### config.mk
export PLATFORM = sky130hd
export DESIGN_NAME = kptl_ctrl
export DESIGN_NICKNAME = d
export VERILOG_FILES = /design/src/sv/kptl_pkg.sv /design/src/sv/kptl_ctrl.sv
export SDC_FILE = /design/constraint.sdc
export NUM_CORES = 1
export LEC_CHECK = 0
export ABC_CLOCK_PERIOD_IN_PS = 1600
export BUFFER_PORTS_ARGS = -buffer_cell sky130_fd_sc_hd__buf_2
export CELL_PAD_IN_SITES_DETAIL_PLACEMENT = 0
export CELL_PAD_IN_SITES_GLOBAL_PLACEMENT = 1
export CORE_MARGIN = 10
export CORE_UTILIZATION = 30
export CTS_BUF_LIST = sky130_fd_sc_hd__clkbuf_4
export DETAILED_ROUTE_END_ITERATION = 16
export PLACE_DENSITY = 0.8
export SYNTH_ARGS = -nofsm -noshare
export SYNTH_HDL_FRONTEND = slang
export SYNTH_SLANG_ARGS = --single-unit
### constraint.sdc
create_clock -name clk -period 1.6 [get_ports clk]
set_clock_uncertainty 0.1 [all_clocks]
set_input_delay 0.32 -clock clk [delete_from_list [all_inputs] [get_ports clk]]
set_output_delay 0.32 -clock clk [all_outputs]
set_load 0.1 [all_outputs]
### src/sv/kptl_pkg.sv
// ----------------------------------------------------------------------------
// kptl_pkg
// Shared types and constants for the keyed point tally block: word formats
// and the command and status groups between controller and datapath.
// ----------------------------------------------------------------------------
package kptl_pkg;

    localparam int TABLE_ENTRIES_DEF = 128;

    localparam int KEY_W    = 24;
    localparam int WEIGHT_W = 8;
    localparam int TOTAL_W  = 16;

    localparam logic [TOTAL_W-1:0] TOTAL_MAX = {TOTAL_W{1'b1}};

    typedef enum logic
    {
        MODE_ACCUMULATE = 1'b0,
        MODE_CLEAR      = 1'b1
    } mode_t;

    typedef struct packed
    {
        logic                mode;
        logic [KEY_W-1:0]    key;
        logic [WEIGHT_W-1:0] weight;
    } item_t;

    typedef struct packed
    {
        logic [KEY_W-1:0]   leader_key;
        logic [TOTAL_W-1:0] leader_total;
        logic               dropped;
    } result_t;

    // Controller to datapath.
    typedef struct packed
    {
        logic start;
        logic clear;
        logic scan;
        logic update;
        logic insert;
        logic drop;
        logic publish;
    } cmd_t;

    // Datapath to controller.
    typedef struct packed
    {
        logic req_clear;
        logic req_skip;
        logic match;
        logic scan_done;
        logic full;
    } status_t;

endpackage

### src/sv/kptl_ctrl.sv
// ----------------------------------------------------------------------------
// kptl_ctrl
// Sequencer for one word: decide, scan the table, update, insert or drop, and
// hand the result to the output register.
// ----------------------------------------------------------------------------
module kptl_ctrl (
    input  logic              clk,
    input  logic              rst_n,
    input  logic              item_valid,
    output logic              item_ready,
    output logic              result_valid,
    input  logic              result_ready,
    input  kptl_pkg::status_t status,
    output kptl_pkg::cmd_t    cmd
);

    typedef enum logic [4:0]
    {
        ST_IDLE   = 5'b00001,
        ST_SCAN   = 5'b00010,
        ST_UPDATE = 5'b00100,
        ST_INSERT = 5'b01000,
        ST_DONE   = 5'b10000
    } state_t;

    state_t state_reg, state_next;
    logic   out_valid_reg, out_valid_next;
    logic   accept;
    logic   out_free;

    assign item_ready   = (state_reg == ST_IDLE);
    assign accept       = item_valid && item_ready;
    assign out_free     = !out_valid_reg || result_ready;
    assign result_valid = out_valid_reg;

    always_comb
    begin
        state_next  = state_reg;
        cmd         = '0;
        cmd.start   = accept;
        cmd.clear   = accept && status.req_clear;
        unique case (state_reg)
            ST_IDLE:
            begin
                if (accept)
                begin
                    if (status.req_clear || status.req_skip)
                    begin
                        state_next = ST_DONE;
                    end
                    else
                    begin
                        state_next = ST_SCAN;
                    end
                end
            end
            ST_SCAN:
            begin
                cmd.scan = 1'b1;
                priority if (status.match)
                begin
                    state_next = ST_UPDATE;
                end
                else if (status.scan_done && status.full)
                begin
                    cmd.drop   = 1'b1;
                    state_next = ST_DONE;
                end
                else if (status.scan_done)
                begin
                    state_next = ST_INSERT;
                end
            end
            ST_UPDATE:
            begin
                cmd.update = 1'b1;
                state_next = ST_DONE;
            end
            ST_INSERT:
            begin
                cmd.insert = 1'b1;
                state_next = ST_DONE;
            end
            ST_DONE:
            begin
                if (out_free)
                begin
                    cmd.publish = 1'b1;
                    state_next  = ST_IDLE;
                end
            end
            default:
            begin
                state_next = ST_IDLE;
            end
        endcase
    end

    always_comb
    begin
        out_valid_next = out_valid_reg;
        if (cmd.publish)
        begin
            out_valid_next = 1'b1;
        end
        else if (result_ready)
        begin
            out_valid_next = 1'b0;
        end
    end

    always_ff @(posedge clk or negedge rst_n)
    begin
        if (!rst_n)
        begin
            state_reg     <= ST_IDLE;
            out_valid_reg <= 1'b0;
        end
        else
        begin
            state_reg     <= state_next;
            out_valid_reg <= out_valid_next;
        end
    end

    a_publish_room: assert property (@(posedge clk) disable iff (!rst_n)
        cmd.publish |-> (!out_valid_reg || result_ready))
        else $error("result register overwritten before it was taken");

    a_one_at_a_time: assert property (@(posedge clk) disable iff (!rst_n)
        accept |=> !item_ready)
        else $error("second word accepted while one is in progress");

endmodule

==> summary.txt, run 1 <==
Final layout
  – Final cell count without fillers: 94
  – Final net count: 89
  – Register area: 154 µm²
  – Layout cells sized above 1: 72.2%
  – Area taken by multi-input logic gates: 303 µm²
  – Final core utilization: 67.3%
  – Layout overhead on the synthesized area: 110%
  – Filler instances: 106
  – Antenna diode count: 0
  – Max FFs per register: 5

Critical path
  – WP data arrival: 1.58 ns
  – Reg2reg path depth: 4
  – R2R Path Start: state_reg[3]
  – CP endpoint kind: primary output
  – Crit path from: state_reg[3]
  – Startpoint types: flip-flop
  – Worst Setup Path Type: reg -> out
  – Critical-path maximum fanout: 3
  – CP required: 1.18 ns

Timing
  – F_max: 501 MHz
  – Final cycle utilization of the critical path: 125%
  – RSZ-0062 raised after global routing: yes
  – Setup ws final: -0.395 ns
  – Worst slew pin tran: 0.487 ns
  – Slew Limit Fails: 0
  – WHS: 0.159 ns
  – Final setup violating endpoints: 9
  – Fin crit period: 2.00 ns
  – Max transition margin: 67.8%
  – Final Hold Viols: 0

Placed design
  – IO Port Bufs: 17
  – DP HPWL: 971 µm
  – Pre-CTS setup slack: -0.129 ns
  – Placed cells: 85
  – Placer Congestion: 0.825

Synth
  – Cell taking the most area after synthesis: dfrtp_1
  – Synth Warn #: 0
  – Synthesized net count: 54
  – Cells after synthesis: 45
  – Cell area after synthesis: 417 µm²
  – Most instantiated cells after synthesis: 5 x dfrtp_1, 5 x inv_1, 3 x nor2_1
  – Post-synth ARST share: 100%
  – Post-synthesis sequential area ratio: 36.3%
  – Mean Syn Cell Area: 9.26 µm²
  – Primary FF master, synth: dfrtp_1
  – Synth area leaders: dfrtp_1 30%, dfstp_2 6.3%, nor4b_4 5.7%
  – #FFs+latches synth: 6
  – Share of the synthesized area in the top cell type: 30.0%
  – Post-synth EDFFs: 0
  – Synth unique cells: 27

Die
  – Initial Utilization: 32.0%
  – # IOs: 18
  – Core footprint: 1300 µm²
  – Height of the die: 57.3 µm
  – Die width: 57.3 µm
  – # rows: 13
  – Die footprint: 3280 µm²

Routing
  – First-pass detailed-route iteration total: 4
  – Post-route ant nets: 0
  – Vias per cell: 5.00
  – Initial DRC Count: 6
  – Routed WL per cell: 14.8 µm
  – Final WL: 1390 µm
  – DRC Markers: 0
  – Via Count: 470

Clock tree
  – Later-pin clock latency in the skew report: 0.25 ns
  – CTS tree: yes
  – Clock Tree Root: clkbuf_4
  – Clock sinks: 6
  – H-tree depth: 1
  – Clock-pin slew on the worst setup and hold paths: 0.05 ns
  – Max clock buf depth: 2
  – Total CTS buffers: 3

Global routing
  – Vias in the first global route: 493
  – Largest net degree at the start of global routing: 7
  – GRT Total Usage: 7.79%
  – Total gr overflow: 0
  – Initial antenna violation count: 0
  – Global-route wire length before repair: 2080 µm

Worst hold path
  – Hold depth: 2
  – Hold Startpoint: status[0]
  – HP Class: in -> reg

Power and ir drop
  – Leak: 0.000386 µW
  – Cell area power density: 1550 nW/µm²
  – Maximum VDD drop: 0.000829 V

Job
  – Max Cap Viol: 0

Outcome
  – Failing checks: negative setup slack
  – Outcome: finished, violations left
-- layout make-up --
class                           instances  share of cell area [%]
Clock buffer                            4                    3.43
Multi-Input combinational cell         32                    34.6
Tap cell                               15                    2.14
Timing Repair Buffer                   32                    39.3
Inverter                                5                    3.00
Sequential cell                         6                    17.6
-- cell families (layout without fill, tap and decap cells) --
group	count (synthesis)	count (layout)	synth area share (%)
AO/OA/AOI/OAI	6	6	9.61
AND/OR/NAND/NOR	26	26	45.9
flip-flops	6	6	36.3
buffers and inverters	7	41	8.11
-- power breakdown --
group	switching, µW	internal (µW)	leakage [µW]
Clock	62.7	112	0.0000184
Sequential	48.0	198	0.0000756
Combinational	546	389	0.000292
-- path summary, 6_finish.rpt --
check,end,slack [ns]
max,cmd[4],-0.40
min,state_reg[3],0.16
max reg2reg,state_reg[1],-0.01
min reg2reg,result_valid,0.49
max in group asynchronous,state_reg[0],0.85
min in group asynchronous,state_reg[2],0.32
-- metrics by stage --
step                TNS [ns]  cell area, µm²  total power, µW
finish                 -2.42             876             1360
global route           -3.13             876             1420
CTS                    -2.38             787             1260
floorplan             -0.589             440              766
global placement      -0.349             724             1050
detailed placement    -0.455             724             1050
-- layout by cell type, fill, tap and decap left out, types with 2 or more instances in the layout --
| cell type | n |
|---|---|
| clkbuf_4 | 4 |
| inv_1 | 2 |
| dfrtp_1 | 3 |
| dfrtp_2 | 2 |
| nor4bb_2 | 2 |
| buf_2 | 9 |
| clkinvlp_4 | 2 |
| buf_6 | 3 |
| nor2_1 | 2 |
| nand2b_1 | 2 |
| buf_12 | 9 |
| buf_4 | 10 |
-- critical path, cell delays in order, from the launching register on --
cell and delay, ns:
dfrtp_1 0.41, or3_4 0.40, or2_4 0.26, clkinvlp_4 0.09
buf_12 0.17
-- metal layers --
layer	share of wire [%]	GRT usage, %	vias up
li1	-	-	231
met1	35	7.25	221
met2	57	13.5	16
met3	6.8	3.54	2
met4	1.2	5.03	0
met5	0	0	-
-- repair_timing --
| item | 4_1_cts | 5_1_grt |
|---|---|---|
| hold buffers | 1 | 0 |
| setup endpoints to repair | 9 | 11 |
| hold endpoints to repair | 6 | 0 |
| resized for setup | 3 | 12 |
| buffers inserted | 1 | 3 |
| pin swaps | 3 | 4 |
Note: power is estimated with default switching activity, not from simulation.
==> run 2, diff against run 1 <==
- GPL_TIMING_DRIVEN: default -> 0
==> summary.txt, run 2 (synthesis results as in run 1) <==
Timing
  – F_max: 495 MHz (-1.2%)
  – RSZ-0062 raised after global routing: yes
  – Max transition margin: 67.6% (-0.19 points)
  – Total negative slack: -3.03 ns (-0.612 ns)
  – Final Hold Viols: 0 (unchanged)
  – Final cycle utilization of the critical path: 126% (+1.5 points)
  – Final setup violating endpoints: 12 (+3)
  – Slew Limit Fails: 0 (unchanged)
  – Worst slew pin tran: 0.489 ns (+0.00280 ns)
  – Fin crit period: 2.02 ns (+0.0235 ns)
  – Setup ws final: -0.419 ns (-0.0235 ns)

Final layout
  – Final net count: 89 (unchanged)
  – Layout cells sized above 1: 72.2% (unchanged)
  – Most common cell after layout, fill and taps aside: buf_4
  – Final core utilization: 65.7% (-1.6 points)
  – Layout overhead on the synthesized area: 105%
  – Most frequent cells in the layout: 11 x buf_4, 9 x buf_2, 6 x buf_12
  – Antenna diode count: 0 (unchanged)
  – Max FFs per register: 5 (unchanged)

Global routing
  – GRT Total Usage: 7.44% (-0.35 points)
  – Initial antenna violation count: 0 (unchanged)
  – Total gr overflow: 0 (unchanged)
  – Met3 Track Usage GR: 3.54% (unchanged)
  – Vias in the first global route: 490 (-0.61%)
  – Largest net degree at the start of global routing: 9 (+2)
  – GR peak layer: met2
  – GR Util met1: 6.40% (-0.84 points)
  – M2 GR Usage: 14.3% (+0.78 points)
  – Global-route wire length before repair: 1980 µm (-4.9%)

Critical path
  – Critical-path maximum fanout: 4 (+1)
  – Family with the most delay on the worst path: simple AND/OR/NAND/NOR gates
  – WP data arrival: 1.60 ns (+0.02 ns)
  – CP Buf/Inv Count: 2 (unchanged)
  – CP endpoint kind: primary output
  – Worst path max stage delay: 0.43 ns (+0.02 ns)
  – Worst path slowest cell: dfrtp_2
  – Worst path cell trace: or3_4 -> or2_4 -> clkinvlp_4 -> buf_12
  – Worst Setup Path Type: reg -> out
  – Startpoint types: flip-flop
  – CP required: 1.18 ns (about the same)

Routing
  – Via Count: 472 (+0.43%)
  – Routed WL per cell: 13.8 µm (-6.2%)
  – Final WL: 1300 µm (-6.2%)
  – Vias per cell: 5.02 (+0.43%)
  – Post-route ant nets: 0 (unchanged)
  – Initial DRC Count: 5 (-1)
  – First-pass detailed-route iteration total: 3 (-1)
  – DRC Markers: 0 (unchanged)

Outcome
  – Outcome: finished, violations left
  – Failing checks: negative setup slack

Placed design
  – Placer Congestion: 0.763 (-7.4%)
  – IO Port Bufs: 17 (unchanged)
  – DP HPWL: 848 µm (-13%)

Power and ir drop
  – Cell area power density: 1480 nW/µm² (-4.1%)
  – Leak: 0.000376 µW (-2.6%)
  – Total power: 1270 µW (-6.4%)
  – Maximum VDD drop: 0.000827 V (-0.21%)

Clock tree
  – Clock-pin slew on the worst setup and hold paths: 0.04 ns (about the same)
  – H-tree depth: 1 (unchanged)
  – Clock Tree Root: clkbuf_4
  – CTS tree: yes
  – Max clock buf depth: 2 (unchanged)
  – Later-pin clock latency in the skew report: 0.24 ns (about the same)
  – Total CTS buffers: 3 (unchanged)
  – Clock sinks: 6 (unchanged)

Die
  – Die width: 57.3 µm (unchanged)
  – Initial Utilization: 32.0% (unchanged)
  – Height of the die: 57.3 µm (unchanged)
  – Die footprint: 3280 µm² (unchanged)
  – # rows: 13 (unchanged)
  – # IOs: 18 (unchanged)
  – Core footprint: 1300 µm² (unchanged)

Job
  – Max Cap Viol: 0 (unchanged)

Worst hold path
  – HP Class: in -> reg
==> run 2: repair_timing <==
item,in CTS,in global routing
hold endpoints to repair,6,0
setup endpoints to repair,8,11
hold buffers,1,0
resized for setup,37,8
pin swaps,5,3
setup buffers,9,3
==> run 2: routing by layer <==
layer	up-vias	wire length, µm
met1	229	505
met4	0	0
met2	13	727
li1	230	-
met3	0	69
met5	-	0
==> run 2: final timing paths <==
kind / start / end / slack (ns) / cells past startpoint
min reg2reg: result_valid / result_valid / 0.46 / 2
max: state_reg[2] / cmd[4] / -0.42 / 4
max in group asynchronous: rst_n / state_reg[0] / 0.79 / 2
min: status[0] / state_reg[3] / 0.18 / 2
max reg2reg: state_reg[2] / state_reg[4] / -0.12 / 6
min in group asynchronous: rst_n / state_reg[1] / 0.38 / 2
==> run 2: cell type report <==
type | instances | area (µm²)
clock buffer | 4 | 30.0
sequential | 6 | 156
fill | 109 | 447
timing repair buffer | 30 | 307
buffer | 2 | 15.0
multi-input combinational | 32 | 302
inverter | 5 | 26.3
tap | 15 | 18.8
==> run 2: where the power goes <==
part	total [µW]	switching (µW)	internal (µW)	leakage, µW
registers	240	42.8	197	0.0000722
logic	862	531	331	0.000285
clock network	166	55.1	111	0.0000184
==> run 2: worst register-to-register path, cell delays in order (launching register included) <==
cell	delay (ns)
dfrtp_2	0.43
buf_4	0.15
buf_6	0.11
buf_6	0.10
o21ai_0	0.30
o311ai_4	0.17
a311oi_1	0.26
==> run 2: stage by stage <==
stage | area (µm²) | instances | worst slack, ns | hold slack (ns)
2_1_floorplan | 440 | 45 | -0.253 | -0.0756
4_1_cts | 790 | 91 | -0.410 | 0.175
3_3_place_gp | 544 | 77 | -0.465 | 0.0435
6_report | 855 | 94 | -0.419 | 0.177
5_1_grt | 855 | 94 | -0.491 | 0.163
3_5_place_dp | 544 | 77 | -0.462 | 0.0467
==> run 3, diff against run 2 <==
- RECOVER_POWER: default -> 25
==> summary.txt, run 3 (synthesis results as in run 1) <==
Timing
  – Setup ws final: -0.416 ns (+0.00296 ns)
  – Worst slew pin tran: 0.489 ns (unchanged)
  – Max transition margin: 67.6% (unchanged)
  – Slew Limit Fails: 0 (unchanged)
  – Final Hold Viols: 0 (unchanged)
  – F_max: 496 MHz (+0.15%)
  – Final cycle utilization of the critical path: 126% (-0.18 points)
  – Final setup violating endpoints: 12 (unchanged)
  – RSZ-0062 raised after global routing: yes
  – Total negative slack: -3.01 ns (+0.0183 ns)
  – WHS: 0.177 ns (+0.000205 ns)
  – Fin crit period: 2.02 ns (-0.00296 ns)

Clock tree
  – H-tree depth: 1 (unchanged)
  – Later-pin clock latency in the skew report: 0.24 ns (about the same)
  – Clock-pin slew on the worst setup and hold paths: 0.04 ns (about the same)
  – Clock Tree Root: clkbuf_4
  – Max clock buf depth: 2 (unchanged)
  – Total CTS buffers: 3 (unchanged)
  – CTS tree: yes
  – Clock sinks: 6 (unchanged)

Global routing
  – Largest net degree at the start of global routing: 9 (unchanged)
  – Total gr overflow: 0 (unchanged)
  – Initial antenna violation count: 0 (unchanged)
  – Vias in the first global route: 490 (unchanged)
  – GRT Total Usage: 7.44% (unchanged)
  – Global-route wire length before repair: 1980 µm (unchanged)

Final layout
  – Final net count: 89 (unchanged)
  – Register area: 156 µm² (unchanged)
  – Layout cells sized above 1: 70.9% (-1.3 points)
  – Filler instances: 110 (+0.92%)
  – Area taken by multi-input logic gates: 302 µm² (unchanged)
  – Design area: 853 µm² (-0.15%)
  – Final core utilization: 65.6% (-0.096 points)
  – Layout overhead on the synthesized area: 105%
  – Max FFs per register: 5 (unchanged)
  – Antenna diode count: 0 (unchanged)
  – Most common cell after layout, fill and taps aside: buf_4
  – Most frequent cells in the layout: 11 x buf_4, 8 x buf_2, 6 x buf_12

Critical path
  – WP data arrival: 1.60 ns (about the same)
  – Worst path cell trace: or3_4 -> or2_4 -> clkinvlp_4 -> buf_12
  – Startpoint types: flip-flop
  – CP required: 1.18 ns (about the same)
  – CP Buf/Inv Count: 2 (unchanged)
  – Worst Setup Path Type: reg -> out
  – Family with the most delay on the worst path: simple AND/OR/NAND/NOR gates
  – Critical-path maximum fanout: 4 (unchanged)
  – Worst path slowest cell: dfrtp_2
  – CP endpoint kind: primary output
  – Worst path max stage delay: 0.43 ns (about the same)

Power and ir drop
  – Cell area power density: 1490 nW/µm² (about the same)
  – Leak: 0.000373 µW (-0.73%)
  – Maximum VDD drop: 0.000827 V (about the same)

Die
  – Die footprint: 3280 µm² (unchanged)
  – Initial Utilization: 32.0% (unchanged)
  – Die width: 57.3 µm (unchanged)
  – # rows: 13 (unchanged)
  – Core footprint: 1300 µm² (unchanged)
  – # IOs: 18 (unchanged)
  – Height of the die: 57.3 µm (unchanged)

Worst hold path
  – HP Class: in -> reg

Placed design
  – Placer Congestion: 0.763 (unchanged)
  – IO Port Bufs: 17 (unchanged)
  – DP HPWL: 848 µm (unchanged)
  – Area after DPL: 544 µm² (unchanged)

Routing
  – Vias per cell: 5.14 (+2.3%)
  – First-pass detailed-route iteration total: 4 (+1)
  – Routed WL per cell: 13.8 µm (-0.31%)
  – Initial DRC Count: 4 (-1)
  – Via Count: 483 (+2.3%)
  – Final WL: 1300 µm (-0.31%)
  – Post-route ant nets: 0 (unchanged)
  – DRC Markers: 0 (unchanged)

Outcome
  – Failing checks: negative setup slack
  – Outcome: finished, violations left

Job
  – Max Cap Viol: 0 (unchanged)
-- run 3: changes by cell type in the layout (fill, tap and decap cells not counted) --
cell | previous run | this run
buf_2 | 9 | 8
clkbuf_1 | 0 | 1
-- run 3: final timing paths --
| path | from | endpoint | slack (ns) | depth (start not counted) |
|---|---|---|---|---|
| setup / recovery | state_reg[2] | cmd[4] | -0.42 | 4 |
| hold / removal | status[0] | state_reg[3] | 0.18 | 2 |
| setup reg to reg | state_reg[2] | state_reg[4] | -0.12 | 6 |
| hold reg to reg | result_valid | result_valid | 0.46 | 2 |
| max in group asynchronous | rst_n | state_reg[0] | 0.67 | 2 |
| min in group asynchronous | rst_n | state_reg[1] | 0.43 | 2 |
-- run 3: final cells by class --
| type | instances | area share (%) |
|---|---|---|
| multi-input cells | 32 | 35.3 |
| flip-flops and latches | 6 | 18.3 |
| plain buffers | 2 | 1.76 |
| repair buffers | 30 | 35.8 |
| well taps | 15 | 2.20 |
| clock buffers | 4 | 3.52 |
| inverters | 5 | 3.08 |
-- run 3: report_power, final --
part	internal (µW)	switching (µW)
Sequential	197	42.2
Clock	111	55.1
Combinational	331	531
-- run 3: per-layer routing --
metal	routed length, µm	GRT usage, %	share of wire (%)
met1	488	6.40	38
met2	723	14.3	56
met3	86	3.54	6.6
met4	0	3.02	0
met5	0	0	0
-- run 3: worst reg2reg max path: cells and delay by family, from the launching register on --
kind,cells,cell delay (ns)
DFF,1,0.43
buffers and inverters,3,0.36
AOI/OAI and AO/OA,3,0.73
-- run 3: timing repair --
item,4_1_cts,5_1_grt
resized for setup,37,8
hold buffers,1,0
hold endpoints to repair,6,0
endpoints found under the setup margin,8,11
pin swaps,5,3
buffers inserted,9,3
-- run 3: stage by stage --
step | power [µW] | setup WS [ns] | cells
after global routing | 1330 | -0.491 | 94
after global placement | 859 | -0.465 | 77
after floorplan | 766 | -0.253 | 45
after CTS | 1210 | -0.410 | 91
after detailed placement | 858 | -0.462 | 77
final | 1270 | -0.416 | 94
